$ cat config.mk
export PLATFORM = sky130hd
export DESIGN_NAME = adc_mux_scan_decimator
export DESIGN_NICKNAME = d
export VERILOG_FILES = /design/src/sv/amsd_pkg.sv /design/src/sv/amsd_front.sv /design/src/sv/amsd_queue.sv /design/src/sv/amsd_back.sv /design/src/sv/adc_mux_scan_decimator.sv
export SDC_FILE = /design/constraint.sdc
export NUM_CORES = 1
export LEC_CHECK = 0
export BUFFER_PORTS_ARGS = -buffer_cell sky130_fd_sc_hd__buf_4
export CORE_MARGIN = 2
export CORE_UTILIZATION = 30
export CTS_CLUSTER_SIZE = 24
export DETAILED_ROUTE_END_ITERATION = 8
export SETUP_SLACK_MARGIN = 0.5
export SLEW_MARGIN = 20
export SYNTH_ARGS = -nofsm -noshare
export SYNTH_HDL_FRONTEND = slang
export SYNTH_SLANG_ARGS = --single-unit
$ cat constraint.sdc
create_clock -name clk -period 12.3 [get_ports clk]
set_input_delay 2.46 -clock clk [delete_from_list [all_inputs] [get_ports clk]]
set_output_delay 2.46 -clock clk [all_outputs]
set_load 0.01 [all_outputs]
$ cat src/sv/amsd_pkg.sv
`default_nettype none
package amsd_pkg;

  localparam int NUM_CHANNELS = 4;
  localparam int SAMPLE_BYTES = 3;
  localparam int SAMPLE_W     = 24;
  localparam int CH_W         = 2;
  localparam int BYTE_W       = $clog2(SAMPLE_BYTES + 1);
  localparam int MASK_W       = 4;
  localparam int CFG_IDX_W    = 2;

  localparam logic [MASK_W-1:0]   MASK_RESET   = MASK_W'(15);
  localparam logic [SAMPLE_W-1:0] PERIOD_RESET = SAMPLE_W'(500);

  // register indexes of the configuration port
  localparam logic [CFG_IDX_W-1:0] REG_SIGNAL_MASK   = CFG_IDX_W'(0);
  localparam logic [CFG_IDX_W-1:0] REG_SAMPLE_PERIOD = CFG_IDX_W'(1);

  localparam int QUEUE_DEPTH = 2;
  localparam int QPTR_W      = 1;
  localparam int QCNT_W      = 2;

  // one classified conversion, handed from front to back
  typedef struct packed {
    logic [CH_W-1:0]                         next_mux;
    logic [CH_W-1:0]                         channel;
    logic [SAMPLE_W-1:0]                     value;
    logic                                    emit;
    logic [MASK_W-1:0]                       mask;
    logic [NUM_CHANNELS-1:0][SAMPLE_W-1:0]   samples;
  } job_t;

  function automatic logic [7:0] byte_of(input logic [SAMPLE_W-1:0] sample,
                                         input logic [BYTE_W-1:0] idx);
    logic [31:0] wide;
    wide = 32'(sample) >> {idx, 3'b000};
    return wide[7:0];
  endfunction

endpackage
`default_nettype wire

$ cat src/sv/amsd_front.sv
`default_nettype none
module amsd_front (
  input  wire logic                              clk,
  input  wire logic                              rst,
  input  wire logic                              cfg_valid,
  output logic                                   cfg_ready,
  input  wire logic [amsd_pkg::CFG_IDX_W-1:0]    cfg_index,
  input  wire logic [amsd_pkg::SAMPLE_W-1:0]     cfg_data,
  input  wire logic                              in_valid,
  output logic                                   in_stall,
  input  wire logic [7:0]                        rx_byte_low,
  input  wire logic [7:0]                        rx_byte_mid,
  input  wire logic [7:0]                        rx_byte_high,
  input  wire logic                              queue_has_room,
  input  wire logic                              q_full,
  output logic                                   q_push,
  output amsd_pkg::job_t                         q_data
);

  logic [amsd_pkg::MASK_W-1:0]   signal_mask;
  logic [amsd_pkg::SAMPLE_W-1:0] sample_period;
  logic [amsd_pkg::CH_W-1:0]     current_channel;
  logic [amsd_pkg::SAMPLE_W-1:0] scan_count;
  logic [amsd_pkg::NUM_CHANNELS-1:0][amsd_pkg::SAMPLE_W-1:0] channel_samples;

  logic [amsd_pkg::SAMPLE_W-1:0] value;
  logic [amsd_pkg::SAMPLE_W-1:0] count_inc;
  logic [amsd_pkg::SAMPLE_W-1:0] scan_count_next;
  logic [amsd_pkg::CH_W-1:0]     nmux;
  logic [amsd_pkg::NUM_CHANNELS-1:0][amsd_pkg::SAMPLE_W-1:0] samples_next;
  logic                          scan_done;
  logic                          reached;

  assign cfg_ready = 1'b1;
  assign in_stall  = q_full;
  assign q_push    = in_valid && !q_full;

  always_comb begin
    value     = {rx_byte_high, rx_byte_mid, rx_byte_low};
    scan_done = current_channel == amsd_pkg::CH_W'(amsd_pkg::NUM_CHANNELS - 1);
    nmux      = scan_done ? '0 : current_channel + amsd_pkg::CH_W'(1);
    count_inc = scan_count + amsd_pkg::SAMPLE_W'(1);
    reached   = count_inc >= sample_period;
    scan_count_next = scan_count;
    if (scan_done) begin
      scan_count_next = reached ? count_inc - sample_period : count_inc;
    end
    samples_next = channel_samples;
    samples_next[current_channel] = value;

    q_data.next_mux = nmux;
    q_data.channel  = current_channel;
    q_data.value    = value;
    q_data.emit     = scan_done && reached && queue_has_room && (signal_mask != '0);
    q_data.mask     = signal_mask;
    q_data.samples  = samples_next;
  end

  always_ff @(posedge clk) begin
    if (rst) begin
      signal_mask     <= amsd_pkg::MASK_RESET;
      sample_period   <= amsd_pkg::PERIOD_RESET;
      current_channel <= '0;
      scan_count      <= '0;
      channel_samples <= '1;
    end else begin
      if (cfg_valid) begin
        if (cfg_index == amsd_pkg::REG_SIGNAL_MASK) begin
          signal_mask <= cfg_data[amsd_pkg::MASK_W-1:0];
        end else if (cfg_index == amsd_pkg::REG_SAMPLE_PERIOD) begin
          sample_period <= cfg_data;
        end
      end
      if (q_push) begin
        current_channel <= nmux;
        scan_count      <= scan_count_next;
        channel_samples <= samples_next;
      end
    end
  end

endmodule
`default_nettype wire

$ cat src/sv/amsd_queue.sv
`default_nettype none
module amsd_queue (
  input  wire logic           clk,
  input  wire logic           rst,
  input  wire logic           push,
  input  wire amsd_pkg::job_t push_data,
  output logic                full,
  input  wire logic           pop,
  output logic                empty,
  output amsd_pkg::job_t      head
);

  amsd_pkg::job_t                entries [amsd_pkg::QUEUE_DEPTH];
  logic [amsd_pkg::QPTR_W-1:0]   wr_ptr;
  logic [amsd_pkg::QPTR_W-1:0]   rd_ptr;
  logic [amsd_pkg::QCNT_W-1:0]   fill;

  assign full  = fill == amsd_pkg::QCNT_W'(amsd_pkg::QUEUE_DEPTH);
  assign empty = fill == '0;
  assign head  = entries[rd_ptr];

  always_ff @(posedge clk) begin
    if (push) begin
      entries[wr_ptr] <= push_data;
    end
  end

  always_ff @(posedge clk) begin
    if (rst) begin
      wr_ptr <= '0;
      rd_ptr <= '0;
      fill   <= '0;
    end else begin
      if (push) begin
        wr_ptr <= wr_ptr + amsd_pkg::QPTR_W'(1);
      end
      if (pop) begin
        rd_ptr <= rd_ptr + amsd_pkg::QPTR_W'(1);
      end
      if (push && !pop) begin
        fill <= fill + amsd_pkg::QCNT_W'(1);
      end else if (pop && !push) begin
        fill <= fill - amsd_pkg::QCNT_W'(1);
      end
    end
  end

endmodule
`default_nettype wire

$ cat src/sv/amsd_back.sv
`default_nettype none
module amsd_back (
  input  wire logic                            clk,
  input  wire logic                            rst,
  input  wire logic                            q_empty,
  input  wire amsd_pkg::job_t                  q_head,
  output logic                                 q_pop,
  output logic                                 out_valid,
  input  wire logic                            out_stall,
  output logic [amsd_pkg::CH_W-1:0]            next_mux,
  output logic [amsd_pkg::CH_W-1:0]            sampled_channel,
  output logic [amsd_pkg::SAMPLE_W-1:0]        sample_value,
  output logic [7:0]                           out_byte,
  output logic                                 out_byte_valid,
  output logic                                 last
);

  amsd_pkg::job_t               job;
  logic                         busy;
  logic [amsd_pkg::CH_W-1:0]    cur_ch;
  logic [amsd_pkg::BYTE_W-1:0]  cur_byte;

  logic                         advance;
  logic [amsd_pkg::CH_W-1:0]    first_ch;
  logic [amsd_pkg::CH_W-1:0]    next_ch;
  logic                         next_found;
  logic                         byte_last;
  logic                         final_result;

  assign advance = !out_valid || !out_stall;
  assign q_pop   = !busy && !q_empty;

  // lowest masked channel of the incoming job, next masked channel above cursor
  always_comb begin
    first_ch   = '0;
    next_ch    = '0;
    next_found = 1'b0;
    for (int c = amsd_pkg::NUM_CHANNELS - 1; c >= 0; c--) begin
      if (q_head.mask[c]) begin
        first_ch = amsd_pkg::CH_W'(c);
      end
      if (job.mask[c] && (amsd_pkg::CH_W'(c) > cur_ch)) begin
        next_ch    = amsd_pkg::CH_W'(c);
        next_found = 1'b1;
      end
    end
    byte_last    = cur_byte == amsd_pkg::BYTE_W'(amsd_pkg::SAMPLE_BYTES - 1);
    final_result = !job.emit || (byte_last && !next_found);
  end

  always_ff @(posedge clk) begin
    if (q_pop) begin
      job      <= q_head;
      cur_ch   <= first_ch;
      cur_byte <= '0;
    end else if (busy && advance && !final_result) begin
      if (byte_last) begin
        cur_ch   <= next_ch;
        cur_byte <= '0;
      end else begin
        cur_byte <= cur_byte + amsd_pkg::BYTE_W'(1);
      end
    end
    if (busy && advance) begin
      next_mux        <= job.next_mux;
      sampled_channel <= job.channel;
      sample_value    <= job.value;
      out_byte        <= job.emit ? amsd_pkg::byte_of(job.samples[cur_ch], cur_byte) : 8'h00;
      out_byte_valid  <= job.emit;
      last            <= final_result;
    end
  end

  always_ff @(posedge clk) begin
    if (rst) begin
      busy      <= 1'b0;
      out_valid <= 1'b0;
    end else begin
      if (q_pop) begin
        busy <= 1'b1;
      end else if (busy && advance && final_result) begin
        busy <= 1'b0;
      end
      if (advance) begin
        out_valid <= busy;
      end
    end
  end

endmodule
`default_nettype wire

$ cat src/sv/adc_mux_scan_decimator.sv
// Four-channel multiplexed ADC scanner with decimated byte output.
// Input channel (in_valid / in_stall): one request per finished conversion of
// the selected channel: three bytes plus the queue_has_room flag.
// Output channel (out_valid / out_stall): each request gives either one
// result with out_byte_valid low, or one result per queued sample byte
// (low byte first, lowest masked channel first); last marks the final one.
// next_mux, sampled_channel and sample_value repeat on every result.
// Config port (cfg_valid / cfg_ready, always ready): index 0 signal_mask,
// index 1 sample_period; other indexes ignored. Write only while idle.
// A request passes through the job queue write, then the job load in the back
// stage, before it reaches the output register. The back stage loads a job
// and then gives one result per cycle while the output is not stalled; it
// takes the next job only after the last result of the current one; the
// front keeps accepting until the two-deep queue fills.
// Reset clears the channel pointer and scan count, sets all stored samples
// to all ones and restores mask 15 / period 500. A stalled output holds its
// result; the back stage then freezes and the queue backs up onto in_stall.
`default_nettype none
module adc_mux_scan_decimator (
  input  wire logic                          clk,
  input  wire logic                          rst,
  input  wire logic                          cfg_valid,
  output logic                               cfg_ready,
  input  wire logic [amsd_pkg::CFG_IDX_W-1:0] cfg_index,
  input  wire logic [amsd_pkg::SAMPLE_W-1:0] cfg_data,
  input  wire logic                          in_valid,
  output logic                               in_stall,
  input  wire logic [7:0]                    rx_byte_low,
  input  wire logic [7:0]                    rx_byte_mid,
  input  wire logic [7:0]                    rx_byte_high,
  input  wire logic                          queue_has_room,
  output logic                               out_valid,
  input  wire logic                          out_stall,
  output logic [amsd_pkg::CH_W-1:0]          next_mux,
  output logic [amsd_pkg::CH_W-1:0]          sampled_channel,
  output logic [amsd_pkg::SAMPLE_W-1:0]      sample_value,
  output logic [7:0]                         out_byte,
  output logic                               out_byte_valid,
  output logic                               last
);

  amsd_pkg::job_t push_job;
  amsd_pkg::job_t head_job;
  logic           q_push;
  logic           q_pop;
  logic           q_full;
  logic           q_empty;

  // front: config registers, channel rotation, sample store, decimation
  amsd_front u_front (
    .clk            (clk),
    .rst            (rst),
    .cfg_valid      (cfg_valid),
    .cfg_ready      (cfg_ready),
    .cfg_index      (cfg_index),
    .cfg_data       (cfg_data),
    .in_valid       (in_valid),
    .in_stall       (in_stall),
    .rx_byte_low    (rx_byte_low),
    .rx_byte_mid    (rx_byte_mid),
    .rx_byte_high   (rx_byte_high),
    .queue_has_room (queue_has_room),
    .q_full         (q_full),
    .q_push         (q_push),
    .q_data         (push_job)
  );

  // jobs carry a snapshot of the samples, so later conversions can't corrupt them
  amsd_queue u_queue (
    .clk       (clk),
    .rst       (rst),
    .push      (q_push),
    .push_data (push_job),
    .full      (q_full),
    .pop       (q_pop),
    .empty     (q_empty),
    .head      (head_job)
  );

  // back: serialises each job into results, one per cycle while the output is not stalled
  amsd_back u_back (
    .clk             (clk),
    .rst             (rst),
    .q_empty         (q_empty),
    .q_head          (head_job),
    .q_pop           (q_pop),
    .out_valid       (out_valid),
    .out_stall       (out_stall),
    .next_mux        (next_mux),
    .sampled_channel (sampled_channel),
    .sample_value    (sample_value),
    .out_byte        (out_byte),
    .out_byte_valid  (out_byte_valid),
    .last            (last)
  );

endmodule
`default_nettype wire
== Yosys cells after proc, flatten, opt, wreduce, memory -nomap -nowiden ==
Memories as Yosys holds them, arrays and structs flattened. A register that Yosys moved wholly into a read port is not among the register bits.
Cells that the tools add are included.
Storage, ports and cells
  memories: 1
  register bits after elaboration: 327
  word-level logic and storage cells: 123
  memory bits (writable): 258
  output and inout bits: 41
  bits of input ports: 56
Memories
  u_queue.entries: depth 2, bits a word 129, rd ports 1, clocked after memory_dff 1, wr ports 1, line amsd_queue.sv:13  | amsd_pkg::job_t entries [amsd_pkg::QUEUE_DEPTH];
Operators by class
  bitwise logic cells: 1
  reductions and logical operators: 39
  $add $sub $neg: 8
  equality and inequality tests: 4
  shifts and indexed selects: 1
  order comparisons: 8
  mux-type cells: 31
Operators with widths (number)
  $bwmux 96: 1
  $mux 24: 3
  $bmux 24 s2: 1
  $demux 24 s2: 1
  $mux 2: 15
  $add 24x1->24 const B: 1
  $ge 24x24->1: 1
  $shr 24x5->8: 1
  $sub 24x24->24: 1
  $logic_and 1x1->1: 16
  $logic_not 1->1: 10
  $mux 1: 10
  $reduce_bool 2->1: 4
  $add 2x1->2 const B: 3
  $eq 2x2->1 const B: 3
  $lt 2x3->1 const B: 2
  $reduce_and 2->1: 3
  $gt 1x2->1 const A: 2
  $gt 2x2->1 const A: 2
  $logic_not 2->1: 2
  $reduce_bool 4->1: 1
  $reduce_and 3->1: 1
  $add 1x1->1 const B: 2
  $eq 2x1->1 const B: 1
  other kinds (4): 5

== Longest topological paths before layout ==
  depth in word-level cells: 13
  mapped depth: 18
  gate-level depth less buffers: 15

== Modules after synthesis ==
A second synthesis with hierarchy kept.
Second synthesis, totals
  cell total of the unflattened synthesis: 1821
  area total of the unflattened synthesis: 24335.8 um^2
Modules (own cells, without submodules)
  amsd_queue: cells an instance 423, area each 9559.2 um^2, times used 1, sequential area each 7847.5 um^2
  amsd_front: cells an instance 1097, area each 8582.0 um^2, times used 1, sequential area each 3002.9 um^2
  amsd_back: cells an instance 301, area each 6194.7 um^2, times used 1, sequential area each 5124.9 um^2

== Least setup slack after synthesis ==
Ideal clock, no wire load.
  path type: input -> register
  start point: in in_valid
  end point: mem u_queue.entries[0][0] (netlist name) (enable)
  path slack: 3.447 ns
  stages on the path: 3
  buffers on the path: 1
  library setup time: 0.621 ns
  required time: 11.679 ns
  arrival: 8.232 ns
  path through: nand2_1 -> clkbuf_1 -> nor2_1
Between the ends
  longest elaborated chain between the ends: 3
Ends and longest elaborated chain
  from (decl): line adc_mux_scan_decimator.sv:26  | input wire logic in_valid,
  $logic_and 1x1->1: line amsd_front.sv:36  | assign q_push = in_valid && !q_full;
  $mux 1: line amsd_queue.sv:23  | if (push) begin
  $mux 1 (not written as such): line amsd_queue.sv:24  | entries[wr_ptr] <= push_data;
  to (decl): line amsd_queue.sv:13
Every way passes these cells.

== Worst setup path in the final report ==
  start point: in in_valid
  end point: mem u_queue.entries[0][54] (netlist name) (enable)
Same word-level chain as after synthesis.

==> impl_metrics.json <==
{
  "period_share": 0.388,
  "core_area_um2": 79100,
  "via_count": 14200,
  "synth.top_cells.by_area": "edfxtp_1, dfxtp_1, mux2_2",
  "area_growth_pct": 16.2,
  "port_buffers": 95,
  "cts_setup_buffers": 0,
  "grt_pass1_vias": 14300,
  "power_density_nw_per_um2": 220,
  "clk_pin_slew_worst_paths_ns": 0.06,
  "max_clock_freq_ghz": 0.209,
  "endpoint_kind": "flip-flop",
  "cts-root-buf": "clkbuf_16",
  "ant_nets": 0,
  "hold_ws_ns": 0.388,
  "finalSetupTns_ns": 0,
  "clkPwrFrac": 0.305,
  "cts_buffer_depth": 3,
  "synth_common_cells": "edfxtp_1, nand2_1, mux2_2",
  "maxSlewViolCount": 0,
  "p_leak_nw": 9.75,
  "grt_max_degree": 97,
  "status": "completed",
  "routedWlPerCell_um": 18.2,
  "async_flop_share": 0,
  "drt-total-wl_mm": 53.9,
  "arrival_ns": 5.04,
  "nNetsFinal": 1943,
  "pwr-share-comb": 0.216,
  "crit_path_cell_trace": "buf_4 -> nand2_4 -> nor2_4 -> buf_4 -> buf_4",
  "drc": 0,
  "gp_congestion": 0.882,
  "num_rows": 103,
  "die_w_um": 287,
  "critPathKind": "input port to flip-flop",
  "worstHoldPathType": "flip-flop to flip-flop",
  "synth_top_area_frac": 0.532,
  "placed_cell_area_um2": 25800,
  "finalPower_mw": 6.16,
  "crit_top_cell": "buf_4",
  "io_pins": 97,
  "worstMarginPinSlew_ns": 1.11,
  "clk_latency_ns": 0.66,
  "cts_sinks": 585,
  "track_usage": 0.129,
  "grt_overflow_total": 0,
  "routed_via_density": 4.79,
  "synth_edf_count": 426,
  "synth.ff_latch_count": 585,
  "cap_violations": 0,
  "critPathMaxFanout": 56,
  "yosysTopAreaCell": "edfxtp_1",
  "p_int_mw": 4.41,
  "dieArea_um2": 82400,
  "layout_min_cycle_time_ns": 4.77,
  "fin_area_um2": 27900,
  "syn-instance-count": 1780,
  "crit_required_ns": 12.57,
  "switching_share": 0.284,
  "slew_headroom": 0.260,
  "h-tree-depth": 2,
  "die_h_um": 287,
  "yosys.cell_count.top_type": "edfxtp_1",
  "p_switching_mw": 1.75,
  "ctsHoldBuffers": 0,
  "ys_types": 70,
  "yosysWarnings": 0,
  "rsz0062_at_grt": "no",
  "ys_seq_area_frac": 0.664,
  "vdd_drop_max_uv": 149,
  "grt_first_pass_wirelength_mm": 83.0,
  "initial_core_util": 0.304,
  "drtPass1Iterations": 5,
  "cts_tree": "yes",
  "final_cell_count_no_fill": 2958,
  "cp_slowest_cell": "buf_4",
  "cts_buffers": 60,
  "syn_nets": 1867,
  "clock_skew_ns": 0.0503,
  "dp_hpwl_mm": 30.9,
  "dr.first_iter.drc_count": 1222,
  "drive_gt1_frac": 0.252,
  "antenna_found_initial": 1,
  "hold_viol": 0,
  "synthesis.area_um2": 24000,
  "cts_resized": 0,
  "diodes": 0,
  "synthFlopType": "edfxtp_1",
  "worstSetupStartpointType": "input port",
  "setup_viol": 0,
  "pwr-share-seq": 0.479,
  "cpPeakStageDelay_ns": 0.82,
  "avgSynthCellArea_um2": 13.5,
  "dpl.cell_count": 2844
}
## critical path, delay by kind of cell
family	cells	cell delay [ns]
and+or+nand+nor	2	0.93
buffers and inverters	3	1.60
## path summary, 6_finish.rpt
check / from / to / slack, ns / cells after the start
max: in_valid / u_queue.entries[0][54]$_DFFE_PP_ / 7.53 / 5
min: u_back.job[119]$_DFFE_PP_ / u_back.sample_value[18]$_DFFE_PP_ / 0.39 / 0
max reg2reg: u_front.scan_count[0]$_SDFFE_PP0P_ / u_front.scan_count[21]$_SDFFE_PP0P_ / 7.76 / 16
min reg2reg: u_back.job[119]$_DFFE_PP_ / u_back.sample_value[18]$_DFFE_PP_ / 0.39 / 0
## power groups by stage
| stage | sequential [mW] | clock, mW | combinational [mW] |
|---|---|---|---|
| 2_1_floorplan | 2.95 | 0 | 0.915 |
| 3_3_place_gp | 2.97 | 0 | 1.32 |
| 3_5_place_dp | 2.99 | 0 | 1.34 |
| 4_1_cts | 2.95 | 1.93 | 1.35 |
| 5_1_grt | 3.00 | 2.00 | 1.45 |
| 6_report | 2.95 | 1.88 | 1.33 |
## cells in the final DEF, fill, tap and decap left out, drive strengths merged, types with 5 or more instances in the layout
cell type / instances
a211oi: 5
a21oi: 72
a311oi: 5
a31oi: 8
and3: 13
buf: 109
bufinv: 7
clkbuf: 79
clkinv: 27
dfxtp: 159
edfxtp: 426
ha: 30
inv: 44
mux2: 226
mux2i: 18
mux4: 24
nand2: 298
nand2b: 6
nand3: 118
nand4: 8
nor2: 63
nor2b: 11
nor3: 8
o211ai: 9
o21ai: 29
o31ai: 7
xnor2: 27
xor2: 16
## metrics by stage
| stage | utilization | setup slack [ns] |
|---|---|---|
| floorplan | - | 3.45 |
| global route | 0.353 | 7.33 |
| CTS | 0.353 | 7.47 |
| finish | 0.353 | 7.53 |
| global placement | 0.327 | 6.86 |
| detailed placement | 0.327 | 6.78 |
## logic make-up (layout without fill, tap and decap cells)
kind of cell / count (synthesis) / in the layout / share of synthesized area
flip-flops: 585 / 585 / 0.664
XOR/XNOR: 43 / 43 / 0.0157
other: 1 / 1 / 0.000156
AO/OA/AOI/OAI: 167 / 167 / 0.0441
adder cells (fa/ha/maj): 31 / 31 / 0.0164
multiplexers: 268 / 268 / 0.136
AND/OR/NAND/NOR: 546 / 546 / 0.101
buffers and inverters: 139 / 267 / 0.0226
## flip-flops by register name (all words and copies together) (netlist names), named ones only
register / count
u_queue.wr_ptr: 1
u_back.last: 1
u_back.cur_byte: 2
u_front.channel_samples: 96
u_front.current_channel: 2
u_queue.fill: 2
u_queue.rd_ptr: 1
u_front.signal_mask: 4
u_front.scan_count: 24
u_back.job: 128
u_back.out_byte_valid: 1
u_back.sample_value: 24
u_back.busy: 1
u_back.cur_ch: 2
u_back.out_valid: 1
u_queue.entries: 258
u_front.sample_period: 24
u_back.sampled_channel: 2
u_back.next_mux: 2
u_back.out_byte: 8
## final cells by class
type / count / area (µm²)
Fill cell: 7572 / 51200
Sequential cell: 585 / 16000
Multi-Input combinational cell: 1056 / 7560
Clock buffer: 79 / 1660
Tap cell: 1050 / 1310
Timing Repair Buffer: 109 / 830
Clock inverter: 35 / 417
Inverter: 44 / 171
## routing by layer
metal	GRT usage	wire length, µm	part of all wire
met1	0.170	24000	0.45
met2	0.218	26100	0.48
met3	0.0229	2730	0.051
met4	0.0355	1050	0.019
met5	0	8	0.00015
No activity file was read; power rests on OpenSTA's default activity.
